$ cat config.mk
export PLATFORM = sky130hd
export DESIGN_NAME = adpcm_nibble_decoder_flat
export DESIGN_NICKNAME = d
export VERILOG_FILES = /design/src/rtl/adnd_pkg.sv /design/src/rtl/adnd_ifs.sv /design/src/rtl/adpcm_nibble_decoder.sv /design/src/rtl/adnd_lane.sv /design/src/rtl/adnd_out_buf.sv /design/src/flat_wrapper.sv
export VERILOG_INCLUDE_DIRS = /design/src /design/src/rtl
export SDC_FILE = /design/constraint.sdc
export NUM_CORES = 1
export LEC_CHECK = 0
export ABC_AREA = 0
export BUFFER_PORTS_ARGS = -buffer_cell sky130_fd_sc_hd__buf_2
export CORE_ASPECT_RATIO = 0.5
export CORE_MARGIN = 2
export CORE_UTILIZATION = 60
export CTS_CLUSTER_SIZE = 10
export DETAILED_ROUTE_END_ITERATION = 8
export PLACE_DENSITY_LB_ADDON = 0.1
export SYNTH_ARGS = -nofsm -noshare
export SYNTH_HDL_FRONTEND = slang
export SYNTH_HIERARCHICAL = 1
export SYNTH_SLANG_ARGS = --single-unit
$ cat constraint.sdc
create_clock -name clk_i -period 15.6 [get_ports clk_i]
set_input_delay 1.56 -clock clk_i [delete_from_list [all_inputs] [get_ports clk_i]]
set_output_delay 1.56 -clock clk_i [all_outputs]
set_load 0.01 [all_outputs]
$ cat src/rtl/adpcm_nibble_decoder_macros.svh
// ---------------------------------------------------------------------------
// ADPCM nibble decoder assertion macros
// Shared concurrent assertion wrappers for the decoder RTL.
// ---------------------------------------------------------------------------
`ifndef ADPCM_NIBBLE_DECODER_MACROS_SVH
`define ADPCM_NIBBLE_DECODER_MACROS_SVH

// Assertion on an explicit clock and active-low reset.
`define ADND_ASSERT_CLK(lbl, clk, rstn, prop, msg) \
  lbl: assert property (@(posedge clk) disable iff (!rstn) (prop)) else $error(msg);

// Assertion on the block clock and reset.
`define ADND_ASSERT(lbl, prop, msg) \
  `ADND_ASSERT_CLK(lbl, clk_i, rst_ni, prop, msg)

`endif

$ cat src/rtl/adnd_pkg.sv
// ---------------------------------------------------------------------------
// ADPCM nibble decoder package
// Widths, limits, the step table and the index adaptation table.
// ---------------------------------------------------------------------------
package adnd_pkg;

  localparam int unsigned SampleW = 16;
  localparam int unsigned IdxW    = 6;
  localparam int unsigned StepW   = 15;
  localparam int unsigned CodeW   = 4;

  localparam logic [IdxW-1:0] MaxIdx = 6'd48;
  localparam logic signed [SampleW-1:0] PredMax = 16'sd32767;
  localparam logic signed [SampleW-1:0] PredMin = -16'sd32767;

  // Result of decoding one code against one channel.
  typedef struct packed {
    logic signed [SampleW-1:0] sample;
    logic [IdxW-1:0]           idx;
  } lane_res_t;

  // One decoded sample pair as held in the output buffer.
  typedef struct packed {
    logic signed [SampleW-1:0] first_sample;
    logic signed [SampleW-1:0] second_sample;
    logic                      last_pair;
  } pcm_t;

  // Step sizes, already scaled for 16-bit output.
  function automatic logic [StepW-1:0] step_size(input logic [IdxW-1:0] idx);
    logic [StepW-1:0] s;
    case (idx)
      6'd0:  s = 15'd256;   6'd1:  s = 15'd272;   6'd2:  s = 15'd304;
      6'd3:  s = 15'd336;   6'd4:  s = 15'd368;   6'd5:  s = 15'd400;
      6'd6:  s = 15'd448;   6'd7:  s = 15'd496;   6'd8:  s = 15'd544;
      6'd9:  s = 15'd592;   6'd10: s = 15'd656;   6'd11: s = 15'd720;
      6'd12: s = 15'd800;   6'd13: s = 15'd880;   6'd14: s = 15'd960;
      6'd15: s = 15'd1056;  6'd16: s = 15'd1168;  6'd17: s = 15'd1280;
      6'd18: s = 15'd1408;  6'd19: s = 15'd1552;  6'd20: s = 15'd1712;
      6'd21: s = 15'd1888;  6'd22: s = 15'd2080;  6'd23: s = 15'd2288;
      6'd24: s = 15'd2512;  6'd25: s = 15'd2768;  6'd26: s = 15'd3040;
      6'd27: s = 15'd3344;  6'd28: s = 15'd3680;  6'd29: s = 15'd4048;
      6'd30: s = 15'd4464;  6'd31: s = 15'd4912;  6'd32: s = 15'd5392;
      6'd33: s = 15'd5936;  6'd34: s = 15'd6528;  6'd35: s = 15'd7184;
      6'd36: s = 15'd7904;  6'd37: s = 15'd8704;  6'd38: s = 15'd9568;
      6'd39: s = 15'd10528; 6'd40: s = 15'd11584; 6'd41: s = 15'd12736;
      6'd42: s = 15'd14016; 6'd43: s = 15'd15408; 6'd44: s = 15'd16960;
      6'd45: s = 15'd18656; 6'd46: s = 15'd20512; 6'd47: s = 15'd22576;
      default: s = 15'd24832;
    endcase
    return s;
  endfunction

  // Step index adjustment for the three magnitude bits of a code.
  function automatic logic signed [4:0] index_move(input logic [2:0] mag);
    logic signed [4:0] m;
    case (mag)
      3'd4:    m = 5'sd2;
      3'd5:    m = 5'sd4;
      3'd6:    m = 5'sd6;
      3'd7:    m = 5'sd8;
      default: m = -5'sd1;
    endcase
    return m;
  endfunction

endpackage

$ cat src/rtl/adnd_ifs.sv
// ---------------------------------------------------------------------------
// ADPCM nibble decoder channel interfaces
// Valid/ready channels for coded bytes in and sample pairs out.
// ---------------------------------------------------------------------------
interface adnd_code_if;
  logic       valid;
  logic       ready;
  logic [7:0] code_byte;
  logic       start_of_stream;
  logic       end_of_stream;

  modport source (output valid, code_byte, start_of_stream, end_of_stream, input ready);
  modport sink   (input valid, code_byte, start_of_stream, end_of_stream, output ready);
endinterface

interface adnd_pcm_if;
  logic                                   valid;
  logic                                   ready;
  logic signed [adnd_pkg::SampleW-1:0]    first_sample;
  logic signed [adnd_pkg::SampleW-1:0]    second_sample;
  logic                                   last_pair;

  modport source (output valid, first_sample, second_sample, last_pair, input ready);
  modport sink   (input valid, first_sample, second_sample, last_pair, output ready);
endinterface

$ cat src/rtl/adpcm_nibble_decoder.sv
// ---------------------------------------------------------------------------
// ADPCM nibble decoder top level
// Two-lane 4-bit ADPCM decoder producing one 16-bit sample pair per byte.
// ---------------------------------------------------------------------------
//
//  Channel   Role     Payload                                        Handshake
//  code_i    sink     code_byte, start_of_stream, end_of_stream      valid/ready
//  pcm_o     source   first_sample, second_sample, last_pair         valid/ready
//  cfg       write    cfg_wdata_i = stereo_mode                      cfg_we_i
//
//  A new byte is accepted every cycle while the output buffer's skid slot is empty;
//  the pair is registered into the buffer and presented on pcm_o from its main register.
//  The rate is set by the state update loop: both lanes, chained through
//  channel A in mono, settle combinationally.
//  Reset clears the predictors, the step indices, the mode and the buffer.
//  On a pcm_o stall the skid slot absorbs one more transaction, then code_i.ready drops.
//
module adpcm_nibble_decoder (
  input  logic       clk_i,
  input  logic       rst_ni,
  input  logic       cfg_we_i,
  input  logic       cfg_wdata_i,
  adnd_code_if.sink  code_i,
  adnd_pcm_if.source pcm_o
);

  `include "adpcm_nibble_decoder_macros.svh"

  // Channel state. Indices always stay within the step table.
  logic signed [adnd_pkg::SampleW-1:0] pred_a_q, pred_a_d;
  logic signed [adnd_pkg::SampleW-1:0] pred_b_q, pred_b_d;
  logic [adnd_pkg::IdxW-1:0]           idx_a_q, idx_a_d;
  logic [adnd_pkg::IdxW-1:0]           idx_b_q, idx_b_d;
  logic                                stereo_q;

  logic                                in_fire;
  logic                                buf_ready;
  logic signed [adnd_pkg::SampleW-1:0] pred_a_in, pred_b_in, lane1_pred;
  logic [adnd_pkg::IdxW-1:0]           idx_a_in, idx_b_in, lane1_idx;
  adnd_pkg::lane_res_t                 lane0_res, lane1_res;
  adnd_pkg::pcm_t                      pair;

  assign code_i.ready = buf_ready;
  assign in_fire      = code_i.valid && buf_ready;

  // A start flag zeroes both channels before this byte is decoded.
  always_comb begin
    if (code_i.start_of_stream) begin
      pred_a_in = '0;
      idx_a_in  = '0;
      pred_b_in = '0;
      idx_b_in  = '0;
    end else begin
      pred_a_in = pred_a_q;
      idx_a_in  = idx_a_q;
      pred_b_in = pred_b_q;
      idx_b_in  = idx_b_q;
    end
  end

  // Lane 0 always decodes the high nibble on channel A.
  adnd_lane u_lane0 (
    .code_i (code_i.code_byte[7:4]),
    .pred_i (pred_a_in),
    .idx_i  (idx_a_in),
    .res_o  (lane0_res)
  );

  // In stereo lane 1 runs on channel B; in mono it continues from lane 0.
  assign lane1_pred = stereo_q ? pred_b_in : lane0_res.sample;
  assign lane1_idx  = stereo_q ? idx_b_in  : lane0_res.idx;

  adnd_lane u_lane1 (
    .code_i (code_i.code_byte[3:0]),
    .pred_i (lane1_pred),
    .idx_i  (lane1_idx),
    .res_o  (lane1_res)
  );

  // Merge: route lane results back into the channel state.
  always_comb begin
    if (stereo_q) begin
      pred_a_d = lane0_res.sample;
      idx_a_d  = lane0_res.idx;
      pred_b_d = lane1_res.sample;
      idx_b_d  = lane1_res.idx;
    end else begin
      pred_a_d = lane1_res.sample;
      idx_a_d  = lane1_res.idx;
      pred_b_d = pred_b_in;
      idx_b_d  = idx_b_in;
    end
    pair.first_sample  = lane0_res.sample;
    pair.second_sample = lane1_res.sample;
    pair.last_pair     = code_i.end_of_stream;
  end

  always_ff @(posedge clk_i or negedge rst_ni) begin
    if (!rst_ni) begin
      pred_a_q <= '0;
      idx_a_q  <= '0;
      pred_b_q <= '0;
      idx_b_q  <= '0;
      stereo_q <= 1'b0;
    end else begin
      if (cfg_we_i) begin
        stereo_q <= cfg_wdata_i;
      end
      if (in_fire) begin
        pred_a_q <= pred_a_d;
        idx_a_q  <= idx_a_d;
        pred_b_q <= pred_b_d;
        idx_b_q  <= idx_b_d;
      end
    end
  end

  adnd_out_buf u_out_buf (
    .clk_i   (clk_i),
    .rst_ni  (rst_ni),
    .push_i  (in_fire),
    .data_i  (pair),
    .ready_o (buf_ready),
    .pcm_o   (pcm_o)
  );

  // Mono transactions without a start flag never disturb channel B.
  `ADND_ASSERT(a_mono_keeps_b,
               in_fire && !stereo_q && !code_i.start_of_stream
               |=> $stable(pred_b_q) && $stable(idx_b_q),
               "channel B changed in mono")
  // Step indices stay inside the step table.
  `ADND_ASSERT(a_idx_range,
               (idx_a_q <= adnd_pkg::MaxIdx) && (idx_b_q <= adnd_pkg::MaxIdx),
               "step index out of range")
  // Saturation never lets a predictor reach the most negative code.
  `ADND_ASSERT(a_pred_clamp,
               (pred_a_q != 16'sh8000) && (pred_b_q != 16'sh8000),
               "predictor escaped clamp")

endmodule

$ cat src/rtl/adnd_lane.sv
// ---------------------------------------------------------------------------
// ADPCM nibble decoder lane
// Decodes one 4-bit code against one channel's predictor and step index.
// ---------------------------------------------------------------------------
module adnd_lane (
  input  logic [adnd_pkg::CodeW-1:0]          code_i,
  input  logic signed [adnd_pkg::SampleW-1:0] pred_i,
  input  logic [adnd_pkg::IdxW-1:0]           idx_i,
  output adnd_pkg::lane_res_t                 res_o
);

  logic [adnd_pkg::StepW-1:0]  step;
  logic [16:0]                 diff;
  logic signed [17:0]          sum;
  logic signed [6:0]           idx_sum;

  always_comb begin
    step = adnd_pkg::step_size(idx_i);
    diff = {5'd0, step[14:3]};
    if (code_i[0]) diff = diff + {4'd0, step[14:2]};
    if (code_i[1]) diff = diff + {3'd0, step[14:1]};
    if (code_i[2]) diff = diff + {2'd0, step};

    if (code_i[3]) sum = {{2{pred_i[15]}}, pred_i} - $signed({1'b0, diff});
    else           sum = {{2{pred_i[15]}}, pred_i} + $signed({1'b0, diff});

    if (sum > 18'(adnd_pkg::PredMax))      res_o.sample = adnd_pkg::PredMax;
    else if (sum < 18'(adnd_pkg::PredMin)) res_o.sample = adnd_pkg::PredMin;
    else                                   res_o.sample = sum[15:0];

    idx_sum = $signed({1'b0, idx_i}) + 7'(adnd_pkg::index_move(code_i[2:0]));
    if (idx_sum < 7'sd0)                                res_o.idx = '0;
    else if (idx_sum > $signed({1'b0, adnd_pkg::MaxIdx})) res_o.idx = adnd_pkg::MaxIdx;
    else                                                res_o.idx = idx_sum[5:0];
  end

endmodule

$ cat src/rtl/adnd_out_buf.sv
// ---------------------------------------------------------------------------
// ADPCM nibble decoder output buffer
// Two-entry output register with skid slot between decoder and consumer.
// ---------------------------------------------------------------------------
module adnd_out_buf (
  input  logic           clk_i,
  input  logic           rst_ni,
  input  logic           push_i,
  input  adnd_pkg::pcm_t data_i,
  output logic           ready_o,
  adnd_pcm_if.source     pcm_o
);

  logic           main_vld_q, main_vld_d;
  logic           skid_vld_q, skid_vld_d;
  adnd_pkg::pcm_t main_q, main_d;
  adnd_pkg::pcm_t skid_q, skid_d;
  logic           pop;

  assign pop     = main_vld_q && pcm_o.ready;
  assign ready_o = !skid_vld_q;

  always_comb begin
    main_vld_d = main_vld_q;
    skid_vld_d = skid_vld_q;
    main_d     = main_q;
    skid_d     = skid_q;
    if (skid_vld_q) begin
      if (pop) begin
        main_d     = skid_q;
        skid_vld_d = 1'b0;
      end
    end else if (push_i) begin
      if (!main_vld_q || pop) begin
        main_d     = data_i;
        main_vld_d = 1'b1;
      end else begin
        skid_d     = data_i;
        skid_vld_d = 1'b1;
      end
    end else if (pop) begin
      main_vld_d = 1'b0;
    end
  end

  always_ff @(posedge clk_i or negedge rst_ni) begin
    if (!rst_ni) begin
      main_vld_q <= 1'b0;
      skid_vld_q <= 1'b0;
    end else begin
      main_vld_q <= main_vld_d;
      skid_vld_q <= skid_vld_d;
    end
  end

  always_ff @(posedge clk_i) begin
    main_q <= main_d;
    skid_q <= skid_d;
  end

  assign pcm_o.valid         = main_vld_q;
  assign pcm_o.first_sample  = main_q.first_sample;
  assign pcm_o.second_sample = main_q.second_sample;
  assign pcm_o.last_pair     = main_q.last_pair;

endmodule
$ cat src/flat_wrapper.sv
// flat-port wrapper written by rule: the top's interface ports become plain ports
module adpcm_nibble_decoder_flat 
  (clk_i, rst_ni, cfg_we_i, cfg_wdata_i, code_i_valid, code_i_code_byte, code_i_start_of_stream, code_i_end_of_stream, code_i_ready, pcm_o_valid, pcm_o_first_sample, pcm_o_second_sample, pcm_o_last_pair, pcm_o_ready);
  adnd_code_if code_i_i ();
  adnd_pcm_if pcm_o_i ();
  input  logic clk_i;
  input  logic rst_ni;
  input  logic cfg_we_i;
  input  logic cfg_wdata_i;
  input wire logic [$bits(code_i_i.valid)-1:0] code_i_valid;
  input wire logic [$bits(code_i_i.code_byte)-1:0] code_i_code_byte;
  input wire logic [$bits(code_i_i.start_of_stream)-1:0] code_i_start_of_stream;
  input wire logic [$bits(code_i_i.end_of_stream)-1:0] code_i_end_of_stream;
  output wire logic [$bits(code_i_i.ready)-1:0] code_i_ready;
  output wire logic [$bits(pcm_o_i.valid)-1:0] pcm_o_valid;
  output wire logic [$bits(pcm_o_i.first_sample)-1:0] pcm_o_first_sample;
  output wire logic [$bits(pcm_o_i.second_sample)-1:0] pcm_o_second_sample;
  output wire logic [$bits(pcm_o_i.last_pair)-1:0] pcm_o_last_pair;
  input wire logic [$bits(pcm_o_i.ready)-1:0] pcm_o_ready;
  assign code_i_i.valid = code_i_valid;
  assign code_i_i.code_byte = code_i_code_byte;
  assign code_i_i.start_of_stream = code_i_start_of_stream;
  assign code_i_i.end_of_stream = code_i_end_of_stream;
  assign code_i_ready = code_i_i.ready;
  assign pcm_o_valid = pcm_o_i.valid;
  assign pcm_o_first_sample = pcm_o_i.first_sample;
  assign pcm_o_second_sample = pcm_o_i.second_sample;
  assign pcm_o_last_pair = pcm_o_i.last_pair;
  assign pcm_o_i.ready = pcm_o_ready;
  adpcm_nibble_decoder u_core (.clk_i(clk_i), .rst_ni(rst_ni), .cfg_we_i(cfg_we_i), .cfg_wdata_i(cfg_wdata_i), .code_i(code_i_i), .pcm_o(pcm_o_i));
endmodule
* Yosys cells after proc, flatten, opt, wreduce, memory -nomap -nowiden
Memories as Yosys holds them, arrays and structs flattened.
Cells that the tools add are included.
** Word-level totals
- Flip-flop bits (word level) :: 113
- Memory bits (read-only) :: 1408
- Input bits :: 16
- Output and inout bits :: 35
- Logic and storage cells :: 97
- Memories :: 2
** Operators by class
- Add/subtract/negate cells :: 12
- Order comparisons :: 8
- Eq/ne operators :: 10
- Muxes and demuxes :: 39
- Bitwise logic cells :: 2
- Reductions and logical operators :: 11
** Memories
- (no name shown) :: words 64, width 11, rd ports 1, clocked after Yosys merged registers in 0, write ports 0, line adnd_pkg.sv:32 : case (idx)
- (no name shown) :: words 64, width 11, rd ports 1, clocked after Yosys merged registers in 0, write ports 0, line adnd_pkg.sv:32
** Operators by type and width (count)
- $mux W16 :: 9
- $mux W33 :: 4
- $mux W17 :: 6
- $mux W6 :: 9
- $pmux W5 S4 :: 2
- $add A18 B17 Y18 :: 2
- $gt A18 B16 Y1 const B :: 2
- $lt A18 B16 Y1 const B :: 2
- $mux W18 :: 2
- $sub A18 B17 Y18 :: 2
- $add A17 B14 Y17 :: 2
- $add A17 B15 Y17 :: 2
- $add A12 B13 Y14 :: 2
- $eq A3 B3 Y1 const B :: 8
- $add A7 B5 Y7 :: 2
- $gt A7 B7 Y1 const B :: 2
- $lt A7 B1 Y1 const B :: 2
- $reduce_and A3 Y1 :: 3
- $mux W1 :: 7
- $reduce_bool A2 Y1 :: 3
- $logic_and A1 B1 Y1 :: 2
- $logic_not A1 Y1 :: 2
- $ne A2 B1 Y1 const B :: 1
- $ne A2 B2 Y1 const B :: 1
- other kinds (2) :: 3

* Longest topological paths before layout
An unclocked memory read counts as a cell.
- Depth in word-level cells :: 22
- Mapped depth :: 63
- Gate-level depth less buffers :: 58

* Cells and area by module
The synthesis kept the hierarchy.
** By module, submodules not included
- adnd_lane (u_core.u_lane1) :: times used 1, cells an instance 627, area each 4534.3 um2, seq. area each 0.0 um2
- adnd_lane (u_core.u_lane0) :: times used 1, cells an instance 646, area each 4533.1 um2, seq. area each 0.0 um2
- adnd_out_buf :: times used 1, cells an instance 114, area each 2513.7 um2, seq. area each 2031.9 um2
- adpcm_nibble_decoder :: times used 1, cells an instance 206, area each 2397.3 um2, seq. area each 1126.1 um2

* Worst setup path after synthesis
No wires, ideal clock.
- Path type :: input to register
- Start :: input code_i_start_of_stream
- End :: register u_core.u_out_buf.main_q (netlist bit u_core/u_out_buf/pcm_o.second_sample[11]), data pin
- Library setup time :: 0.260 ns
- Arrival :: 13.317 ns
- Data required time :: 15.340 ns
- Path slack :: 2.024 ns
- Stages :: 59
- Buffers on the path :: 6
- Cell sequence :: clkbuf_1 nor2b_1 clkbuf_1 inv_1 ha_1 mux2_2 a22oi_2 nand4_2 ha_1 a21o_1 a31oi_1 nand2_1 xnor2_1 mux2i_1 ha_1 clkbuf_1 a211o_1 a31oi_1 [23 not listed] and2_4 inv_4 buf_6 a2bb2oi_1 a22o_1 ha_1 nor3_1 a2bb2oi_2 a311o_2 a31oi_2 or2_2 xor2_2 or4bb_1 o311a_1 a21oi_2 buf_6 o21ai_1 mux2_2
** RTL lines
- from (decl) :: line flat_wrapper.sv:12 : input wire logic [$bits(code_i_i.start_of_stream)-1:0] code_i_start_of_stream;
- to (signal assigned) :: line adnd_out_buf.sv:57 : main_q <= main_d;
- to (decl) :: line adnd_out_buf.sv:16 : adnd_pkg::pcm_t main_q, main_d;

==> results.toml <==
[timing]
slew_headroom_pct = 28.0
hold_ws_ps = 503
clock.fmax_mhz = 67.4
rsz0062_at_grt = "false"
post-route-period-util_pct = 95.0
finalHoldViolCount = 0
finClkSkew_ps = 12.9
fin_ws_ps = 772
setup_violations = 0
finalSetupTns_ps = 0
drv_slew = 0
period_needed_ps = 14830
max_slew.worst_pin.slew_ps = 1080

[placed_design]
pre_cts_ws_ps = 264
dp.cells = 1891
place_congestion = 0.946
portBuffers = 50
dpl.hpwl_um = 28200

[clock_network]
clkLatencyLatePin_ps = 410
path_clk_slew_ps = 60
clockRootBuffer = "clkbuf_16"
numCtsBuffers = 17
cts_tree = "done"
htreeDepth = 4
cts.sinks = 113
cts_setup_buffers = 0
cts_hold_buf = 0
cts_resized = 0
clockBufferDepth = 2

[drt]
via_per_inst = 6.62
wire_per_inst_um = 19.9
wirelength_um = 38200
routed.top_layer = "met4"
met1_length_um = 17600
vias = 12738
detail-route-antenna-nets = 0
drt-initial-drc-count = 1185
first_pass_iters = 6
met3_length_um = 2030
drcViolationCount = 0
met2_length_um = 17900

[critical_path]
worst-path-buf-inv = 3
worstSetupEndpointType = "flop"
slowest_delay_ps = 670
worstPathRequired_ps = 15760
crit_type = "in -> reg"
r2r_cells = 53
cp-start-kind = "input port"
arrival_ps = 14990
critPathMaxFanout = 24
timing.rr.end = "u_core/u_out_buf/pcm_o.second_sample[9]"
path_depth = 54
timing.rr.start = "u_core/idx_a_q[0]"
cp_top_family = "compound AO/OA/AOI/OAI gates"
crit_top_cell = "ha_1"
reg2reg_slack_ps = 1900
slowest_stage = "or4_1"

[synthesis]
syn-num-nets = 1747
yosys_warnings = 6
async_reset_ff_share_pct = 41.6
syn_area_um2 = 14000
synth_seq_cells = 113
yosys_most_used_dff = "edfxtp_1"
synthDistinctLibCells = 108
yosys.area.top_type_share_pct = 14.2
syn-instance-count = 1593
synth-seq-area-share_pct = 22.6
syn_avg_cell_area_um2 = 8.77
synth_largest_area_cell = "edfxtp_1"
yosys-top-cells-area = "edfxtp_1 14%, ha_1 12%, dfrtp_1 8.4%"
synth_edf_count = 66

[global_routing]
grt_pass1_wl_um = 62500
antenna_found_initial = 1
grt_max_degree = 48
first_global_vias = 12180
grt_overflow = 0
grtUsageTotal_pct = 31.1

[floorplanning]
ios = 51
dieArea_um2 = 24600
die_h_um = 112
core-area_um2 = 22800
fp.dieW_um = 220
row_count = 39
start_util_pct = 61.2

[hold_path]
whs_endpoint = "u_core/idx_b_q[1]"
hold_class = "reg -> reg"
hp-start = "u_core/idx_b_q[1]"
whs_path_depth = 1

[layout]
stdcell_count = 1924
area_delta_synth_final_pct = 6.73
layout-drive-gt1-share_pct = 13.6
num-fill-cells = 1882
nets = 1757

[run]
maxCapViolCount = 0

[status]
status = "completed"
-- per-layer routing --
| metal | up-vias | track usage, % |
|---|---|---|
| li1 | 6101 | - |
| met1 | 6147 | 42.4 |
| met2 | 440 | 52.6 |
| met3 | 50 | 3.44 |
| met4 | 0 | 8.32 |
| met5 | - | 0 |
-- layout by cell type, fill, tap and decap left out, types with 10 or more instances in the layout --
master and count:
a211oi_1 21, a21o_1 36, a21oi_1 126, a21oi_2 20, a22o_1 51, a31oi_1 18, and2_1 19, and3_1 19
buf_2 49, buf_4 20, clkbuf_16 20, dfrtp_1 47, edfxtp_1 66, ha_1 130, inv_1 53, mux2_2 38
mux2i_1 48, nand2_1 99, nand2b_1 28, nand3_1 36, nor2_1 99, nor2b_1 37, nor3_1 38, o211ai_1 21
o21a_1 20, o21ai_0 65, o21ai_1 14, o31ai_1 13, or2_2 10, xnor2_1 62, xor2_1 35
-- state kept, by name, indices dropped and copies added (netlist names) --
signal,count
u_core/u_out_buf/skid_vld_q,1
u_core/idx_b_q,6
u_core/u_out_buf/pcm_o.first_sample,16
u_core/idx_a_q,6
u_core/u_out_buf/pcm_o.second_sample,16
u_core/u_out_buf/pcm_o.valid,1
u_core/u_out_buf/skid_q,33
u_core/stereo_q,1
u_core/pred_b_q,16
u_core/pred_a_q,16
u_core/u_out_buf/pcm_o.last_pair,1
-- synth_stat cells (all sizes together) (38+ instances only) --
library cell    n
o21ai          79
a21oi         146
edfxtp         66
inv            57
nand2          99
xnor2          62
nor2b          40
nor2           99
ha            130
a22o           51
dfrtp          47
mux2i          48
nor3           38
buf            54
mux2           43
-- logic make-up (layout without fill, tap and decap cells) --
group	count (synthesis)	count (layout)	share of synthesized area, %
AOI/OAI and AO/OA	554	554	28.5
muxes	94	94	7.52
buffers and inverters	138	161	4.97
adders and majority gates	138	138	12.8
and+or+nand+nor	458	458	17.4
other	0	1	0
DFF	113	113	22.6
xor gates and xnor gates	98	98	6.19
-- worst max path at each step --
stage | from | end | slack (ps)
3_3_place_gp | code_i_start_of_stream | u_core/u_out_buf/pcm_o.second_sample[9] | 620
6_report | code_i_start_of_stream | u_core/u_out_buf/pcm_o.second_sample[9] | 770
4_1_cts | code_i_start_of_stream | u_core/u_out_buf/pcm_o.second_sample[9] | 670
3_5_place_dp | code_i_start_of_stream | u_core/u_out_buf/pcm_o.second_sample[9] | 260
5_1_grt | code_i_start_of_stream | u_core/pred_a_q[3] | 60
2_1_floorplan | code_i_start_of_stream | u_core/u_out_buf/pcm_o.second_sample[11] | 2020
-- area by class of cell --
class,count,area (um2),area share (%)
diodes,1,2.50,0.0168
clock buffers,24,526,3.52
clock inverters,8,72.6,0.486
flip-flops and latches,113,3160,21.2
repair buffers,70,403,2.70
multi-input cells,1342,10100,68.0
well taps,307,384,2.57
inverters,59,224,1.50
-- through the flow --
stage,util (%),area [um2]
detailed placement,62.6,14300
finish,65.3,14900
CTS,65.2,14900
global placement,62.6,14300
global route,65.3,14900
floorplan,-,14000
Power is not shown: default switching activity piles up to over one toggle a cycle in this logic, so the estimate is an artifact.
